<file path="src/rtl/pkrt_pkg.sv">
// Shared types and codes for the packed keyed record table.
// Used by pkrt_cell and packed_keyed_record_table_unit; depends on nothing.
`default_nettype none

package pkrt_pkg;

    localparam int TABLE_DEPTH_DEF = 16;

    localparam int KEY_W    = 30;
    localparam int PAYLOAD_W = 64;
    localparam int AGE_W    = 8;
    localparam int AMOUNT_W = 32;
    localparam int FUNC_W   = 2;
    localparam int STATUS_W = 2;

    localparam int IN_DATA_W  = 136;
    localparam int OUT_DATA_W = 112;

    localparam logic [FUNC_W-1:0] FUNC_SEARCH = 2'd0;
    localparam logic [FUNC_W-1:0] FUNC_ADD    = 2'd1;
    localparam logic [FUNC_W-1:0] FUNC_REMOVE = 2'd2;

    localparam logic [STATUS_W-1:0] ST_OK     = 2'd0;
    localparam logic [STATUS_W-1:0] ST_ABSENT = 2'd1;
    localparam logic [STATUS_W-1:0] ST_DUP    = 2'd2;
    localparam logic [STATUS_W-1:0] ST_FULL   = 2'd3;

    typedef struct packed {
        logic [AMOUNT_W-1:0]  amount;
        logic [AGE_W-1:0]     age;
        logic [PAYLOAD_W-1:0] payload;
        logic [KEY_W-1:0]     key;
    } rec_t;

    // Per-cell controls from the table controller.
    typedef struct packed {
        logic valid;
        logic load_new;
        logic shift;
    } cell_ctrl_t;

endpackage

`default_nettype wire

</file>
<file path="src/rtl/packed_keyed_record_table_unit.sv">
// Top level of the packed keyed record table: a chain of record cells with
// a small controller for search, add and remove. Depends on pkrt_pkg, pkrt_cell.
`default_nettype none

// Usage
// The command channel (s_tvalid/s_tready/s_tdata/s_tuser) carries one word per
// command: the operation in s_tuser, the key and the record fields in s_tdata.
// The result channel (m_tvalid/m_tready/m_tdata) returns exactly one word per
// command: a status and, for a successful remove, the removed record.
// The edge that accepts a command loads the command register. Once the result
// register is free, the key is compared against every cell at once, the cells
// are updated (append, or shift the later records down by one) and the result
// register is loaded; m_tvalid and m_tdata come from that register.
// s_tready is high whenever no command is held, so a new command is taken
// only once the held command has updated the cells and the result register,
// since a single command register feeds the single compare-and-update step.
// If the receiver stalls, the held command waits until the result register
// frees; one further result can not overtake it, so nothing is lost.
// After reset the table is empty; no clearing pass is needed because only
// slots below the record count are ever compared or returned.

module packed_keyed_record_table_unit
    import pkrt_pkg::*;
#(
    parameter int TABLE_DEPTH = TABLE_DEPTH_DEF
)
(
    input  wire logic                  clk,
    input  wire logic                  rst_n,
    input  wire logic                  s_tvalid,
    output logic                       s_tready,
    // [29:0] key, [93:30] payload_in, [101:94] age_in, [133:102] amount_in,
    // [135:134] zero
    input  wire logic [IN_DATA_W-1:0]  s_tdata,
    // [1:0] func
    input  wire logic [FUNC_W-1:0]     s_tuser,
    output logic                       m_tvalid,
    input  wire logic                  m_tready,
    // [1:0] status, [65:2] payload_out, [73:66] age_out, [105:74] amount_out,
    // [111:106] zero
    output logic [OUT_DATA_W-1:0]      m_tdata
);

    localparam int CW = $clog2(TABLE_DEPTH + 1);
    localparam int SW = $clog2(TABLE_DEPTH);

    logic              busy_reg;
    logic [FUNC_W-1:0] func_reg;
    rec_t              cmd_reg;
    logic [CW-1:0]     count_reg;
    logic [CW-1:0]     count_next;
    logic              m_tvalid_reg;
    logic [OUT_DATA_W-1:0] m_tdata_reg;
    logic [OUT_DATA_W-1:0] m_tdata_next;

    rec_t              cell_rec [TABLE_DEPTH];
    logic [TABLE_DEPTH-1:0] match;
    cell_ctrl_t        cell_ctrl [TABLE_DEPTH];

    logic              accept;
    logic              process;
    logic              found;
    logic [SW-1:0]     slot;
    rec_t              hit_rec;
    logic              is_full;
    logic              do_add;
    logic              do_remove;
    logic [STATUS_W-1:0] status;

    assign s_tready = !busy_reg;
    assign accept   = s_tvalid && s_tready;
    assign process  = busy_reg && (!m_tvalid_reg || m_tready);

    always_ff @(posedge clk or negedge rst_n)
    begin
        if (!rst_n)
        begin
            busy_reg     <= 1'b0;
            count_reg    <= '0;
            m_tvalid_reg <= 1'b0;
        end
        else
        begin
            if (accept)
            begin
                busy_reg <= 1'b1;
            end
            else if (process)
            begin
                busy_reg <= 1'b0;
            end
            if (process)
            begin
                count_reg    <= count_next;
                m_tvalid_reg <= 1'b1;
            end
            else if (m_tready)
            begin
                m_tvalid_reg <= 1'b0;
            end
        end
    end

    always_ff @(posedge clk)
    begin
        if (accept)
        begin
            func_reg        <= s_tuser;
            cmd_reg.key     <= s_tdata[KEY_W-1:0];
            cmd_reg.payload <= s_tdata[KEY_W +: PAYLOAD_W];
            cmd_reg.age     <= s_tdata[KEY_W+PAYLOAD_W +: AGE_W];
            cmd_reg.amount  <= s_tdata[KEY_W+PAYLOAD_W+AGE_W +: AMOUNT_W];
        end
        if (process)
        begin
            m_tdata_reg <= m_tdata_next;
        end
    end

    // Keys in the table are unique, so at most one cell matches and the
    // slot and the record can be gathered by plain OR.
    always_comb
    begin
        found   = |match;
        slot    = '0;
        hit_rec = '0;
        for (int i = 0; i < TABLE_DEPTH; i++)
        begin
            if (match[i])
            begin
                slot    = slot | SW'(i);
                hit_rec = hit_rec | cell_rec[i];
            end
        end
    end

    always_comb
    begin
        is_full    = (count_reg == CW'(TABLE_DEPTH));
        do_add     = 1'b0;
        do_remove  = 1'b0;
        status     = found ? ST_OK : ST_ABSENT;
        count_next = count_reg;
        case (func_reg)
            FUNC_ADD:
            begin
                if (found)
                begin
                    status = ST_DUP;
                end
                else if (is_full)
                begin
                    status = ST_FULL;
                end
                else
                begin
                    status     = ST_OK;
                    do_add     = 1'b1;
                    count_next = count_reg + CW'(1);
                end
            end
            FUNC_REMOVE:
            begin
                if (found)
                begin
                    do_remove  = 1'b1;
                    count_next = count_reg - CW'(1);
                end
            end
            default:
            begin
            end
        endcase

        m_tdata_next = '0;
        m_tdata_next[STATUS_W-1:0] = status;
        if (do_remove)
        begin
            m_tdata_next[STATUS_W +: PAYLOAD_W] = hit_rec.payload;
            m_tdata_next[STATUS_W+PAYLOAD_W +: AGE_W] = hit_rec.age;
            m_tdata_next[STATUS_W+PAYLOAD_W+AGE_W +: AMOUNT_W] = hit_rec.amount;
        end
    end

    for (genvar i = 0; i < TABLE_DEPTH; i++)
    begin : g_cell
        rec_t upper;

        if (i == TABLE_DEPTH - 1)
        begin : g_last
            assign upper = cell_rec[i];
        end
        else
        begin : g_mid
            assign upper = cell_rec[i+1];
        end

        always_comb
        begin
            cell_ctrl[i].valid    = (CW'(i) < count_reg);
            cell_ctrl[i].load_new = process && do_add && (CW'(i) == count_reg);
            cell_ctrl[i].shift    = process && do_remove && (SW'(i) >= slot)
                                    && (CW'(i + 1) < count_reg);
        end

        pkrt_cell u_cell
        (
            .clk       (clk),
            .ctrl      (cell_ctrl[i]),
            .key       (cmd_reg.key),
            .new_rec   (cmd_reg),
            .upper_rec (upper),
            .rec       (cell_rec[i]),
            .match     (match[i])
        );
    end

    assign m_tvalid = m_tvalid_reg;
    assign m_tdata  = m_tdata_reg;

endmodule

`default_nettype wire

</file>
<file path="src/rtl/pkrt_cell.sv">
// One slot of the record table: holds a record, compares it with the
// broadcast key and loads either a new record or its upper neighbour's.
// Depends on pkrt_pkg.
`default_nettype none

module pkrt_cell
    import pkrt_pkg::*;
(
    input  wire logic             clk,
    input  wire cell_ctrl_t       ctrl,
    input  wire logic [KEY_W-1:0] key,
    input  wire rec_t             new_rec,
    input  wire rec_t             upper_rec,
    output rec_t                  rec,
    output logic                  match
);

    rec_t rec_reg;

    always_ff @(posedge clk)
    begin
        if (ctrl.load_new)
        begin
            rec_reg <= new_rec;
        end
        else if (ctrl.shift)
        begin
            rec_reg <= upper_rec;
        end
    end

    assign rec   = rec_reg;
    assign match = ctrl.valid && (rec_reg.key == key);

endmodule

`default_nettype wire
</file>
<file path="config.mk">
export PLATFORM = sky130hd
export DESIGN_NAME = packed_keyed_record_table_unit
export DESIGN_NICKNAME = d
export VERILOG_FILES = /design/src/rtl/pkrt_pkg.sv /design/src/rtl/packed_keyed_record_table_unit.sv /design/src/rtl/pkrt_cell.sv
export SDC_FILE = /design/constraint.sdc
export NUM_CORES = 2
export LEC_CHECK = 0
export BUFFER_PORTS_ARGS = -buffer_cell sky130_fd_sc_hd__buf_4
export CORE_UTILIZATION = 57
export DETAILED_ROUTE_END_ITERATION = 10
export PLACE_DENSITY_LB_ADDON = 0.3
export SKIP_CTS_REPAIR_TIMING = 1
export SKIP_LAST_GASP = 1
export SLEW_MARGIN = 40
export SYNTH_ARGS = -nofsm -noshare
export SYNTH_HDL_FRONTEND = slang
export SYNTH_SLANG_ARGS = --single-unit
</file>
<file path="constraint.sdc">
create_clock -name clk -period 17.35 [get_ports clk]
set_input_delay 1.735 -clock clk [delete_from_list [all_inputs] [get_ports clk]]
set_output_delay 1.735 -clock clk [all_outputs]
set_load 0.05 [all_outputs]
</file>
==> results.cfg <==
[timing]
setup_viol = 0
tns_ns = 0
period_share = 0.435
hold_viol = 0
tightest_slew_ns = 0.959
rsz0062_at_grt = no
fmax_mhz = 133
final.min_clock_period_ns = 7.54
fin_ws_ns = 9.81
max_slew_margin = 0.360
fin_hold_ws_ns = 0.550
finClkSkew_ns = 0.0322
final_max_slew_viol_count = 0

[setup_path]
critPathCapture = g_cell[1].u_cell.rec[73]
path_buf_inv = 6
startpoint_type = flip-flop
rrSetupSlack_ns = 9.81
crit_cells = 14
startpoint = count_reg[1]
crit_family = buffers and inverters
rr_endpoint = g_cell[1].u_cell.rec[73]
worstPathArrival_ns = 8.11
required_ns = 17.92
path_cells = or2_1, a31oi_1, nor4_1, and3_4, buf_12, buf_4, or4_1, nor2_1, nand4_1, o21ai_4, buf_6, buf_4, buf_4, buf_12
cpMaxStageDelayCell = buf_4
crit_path_end_kind = flip-flop
path_class = reg -> reg
rr_worst_depth = 14
crit_path_max_fanout = 60
reg2reg_from = count_reg[1]
slowest_delay_ns = 0.81
cpMostUsedCell = buf_4

[power_and_ir_drop]
p_leak_nw = 41.0
powerDensity_mw_per_mm2 = 108
peakVddDrop_v = 0.000114
p_total_mw = 13.7

[clocking]
cts_sinks = 2393
cts_tree = done
clk_pin_slew_ns = 0.06
htree_levels = 4
root_buffer = clkbuf_16
cts.path.max_buffers = 3
clk_latency_ns = 0.91
numCtsBuffers = 238

[final_layout]
layout.nets = 7366
nFillCells = 13900
postLayoutCellArea_sq_mm = 0.126
largest_register_ffs = 2144
area_growth_pct = 10.8
final_core_util = 0.638
layout-drive-gt1-share = 0.349
fin_cells = 10100

[floorplanning]
boundaryPins = 256
start_util = 0.576
core_area_sq_mm = 0.198
die-area_sq_mm = 0.202
fp.dieW_um = 449
dieHeight_um = 449
row_count = 163

[logic_synthesis]
synth_warnings = 0
synth_cell_types = 68
async_flop_share = 0.00293
synth-seq-area-share = 0.630
ys_seq_elements = 2393
synth_ff_type = edfxtp_1
mappedNetlistArea_sq_mm = 0.114
synth_edf_count = 2386
syn_inst = 7199
syn_avg_cell_area_sq_um = 15.8

[routing]
dr.pass1.iters = 8
wl_per_cell_um = 35.8
post-route-drc-count = 0
vias_per_cell = 7.22
drt_iter0_drc = 11700
vias = 72600
wl_um = 361000
antenna_left = 0

[placement]
placed_area_sq_mm = 0.118
dpl.hpwl_um = 189000
gp_congestion = 0.916
io_buffers = 247
dp.cells = 9616
post-place-ws_ns = 10.0

[global_routing]
antenna_found_initial = 6
grt_pass1_wl_um = 513000
grt_pass1_vias = 72000
grt_util_all_layers = 0.350
grt.overflow.total = 0
grt_start_max_net_pins = 105

[worst_hold_path]
holdCritPathClass = reg -> reg

[status]
status = finished, final reports clean

[job]
drv_cap = 0
[synthesized netlist by cell type, types with 6 or more instances]
master,instances,area share
nor4b_1,6,0.00046
nor4_1,85,0.0047
xor2_1,170,0.013
clkbuf_1,320,0.011
dfrtp_1,7,0.0015
buf_1,20,0.00066
nor2_1,33,0.0011
a221oi_1,208,0.016
and4_1,9,0.00069
a22oi_1,199,0.013
a22o_1,208,0.016
xnor2_1,318,0.024
buf_6,49,0.0048
edfxtp_1,2386,0.63
buf_2,191,0.0084
a222oi_1,109,0.0096
mux2_2,1763,0.17
nor3_1,16,0.00070
o21a_1,104,0.0068
nand3_4,6,0.00092
nand2_1,37,0.0012
nand4_1,235,0.013
nand4b_1,8,0.00061
and3_1,17,0.00093
a21oi_1,8,0.00035
o31ai_1,8,0.00053
inv_1,107,0.0035
mux2_1,248,0.024
o21ai_0,118,0.0052
buf_4,77,0.0051
or4_1,28,0.0018
nand3_1,16,0.00070
[layout make-up]
type | count | area, sq um | area share
diodes | 4 | 10.0 | 0.0000793
clock buffers | 289 | 6170 | 0.0488
clock inverters | 152 | 1590 | 0.0126
inverters | 107 | 402 | 0.00318
multi-input cells | 4047 | 38800 | 0.307
flip-flops and latches | 2393 | 71800 | 0.569
well taps | 2640 | 3300 | 0.0262
repair buffers | 432 | 4180 | 0.0331
[layout by cell type, fill, tap and decap left out, drive strengths merged, types with 108 or more instances in the layout]
cell type  netlist  final
edfxtp        2386   2386
nand4          238    238
a221oi         208    208
o21ai          118    118
mux2          2011   2011
a22oi          199    199
inv            107    116
xor2           170    170
clkinv           0    108
buf            337    431
xnor2          318    318
a222oi         109    109
a22o           208    208
clkbuf         320    290
[worst min path at each step]
stage | depth (start not counted) | slack [ns] | start | endpoint
after detailed placement | 1 | 0.54 | g_cell[15].u_cell.rec[46] | g_cell[14].u_cell.rec[46]
after CTS | 1 | 0.55 | g_cell[12].u_cell.rec[92] | g_cell[11].u_cell.rec[92]
after floorplan | 0 | 0.42 | cmd_reg[0] | g_cell[15].u_cell.rec[0]
after global routing | 1 | 0.57 | g_cell[13].u_cell.rec[101] | g_cell[12].u_cell.rec[101]
after global placement | 1 | 0.53 | g_cell[12].u_cell.rec[85] | g_cell[11].u_cell.rec[85]
final | 1 | 0.55 | g_cell[12].u_cell.rec[113] | g_cell[11].u_cell.rec[113]
[power by group]
group / leakage [nW] / switching, mW / internal, mW / total (mW)
clock network: 3.76 / 2.31 / 2.93 / 5.25
logic: 15.5 / 1.08 / 0.452 / 1.53
registers: 21.7 / 0.272 / 6.62 / 6.89
[worst reg2reg max path, cell delays in order (launching register included)]
cell and delay [ns]:
dfrtp_1 0.56, or2_1 0.33, a31oi_1 0.65, nor4_1 0.14
and3_4 0.37, buf_12 0.29, buf_4 0.46, or4_1 0.61
nor2_1 0.58, nand4_1 0.58, o21ai_4 0.31, buf_6 0.65
buf_4 0.82, buf_4 0.51, buf_12 0.32
[per-layer routing]
layer  global-route usage  vias to the layer above  wire length [um]
li1                     -                    28900                 -
met1                0.475                    36700            129000
met2                0.538                     5883            162000
met3               0.0743                     1111             48800
met4                0.168                        6             19900
met5                    0                        -                51
[cell families (layout without fill, tap and decap cells)]
logic type	Yosys count	in the layout	synth area share
simple gates	544	544	0.0307
xor+xnor	488	488	0.0375
flops	2393	2393	0.630
compound gates	991	991	0.0695
mux	2013	2013	0.199
buf+inv	764	980	0.0330
fa+ha+maj	5	5	0.000549
other cells	1	10	0.0000329
Note: power is estimated with default switching activity, not from simulation.
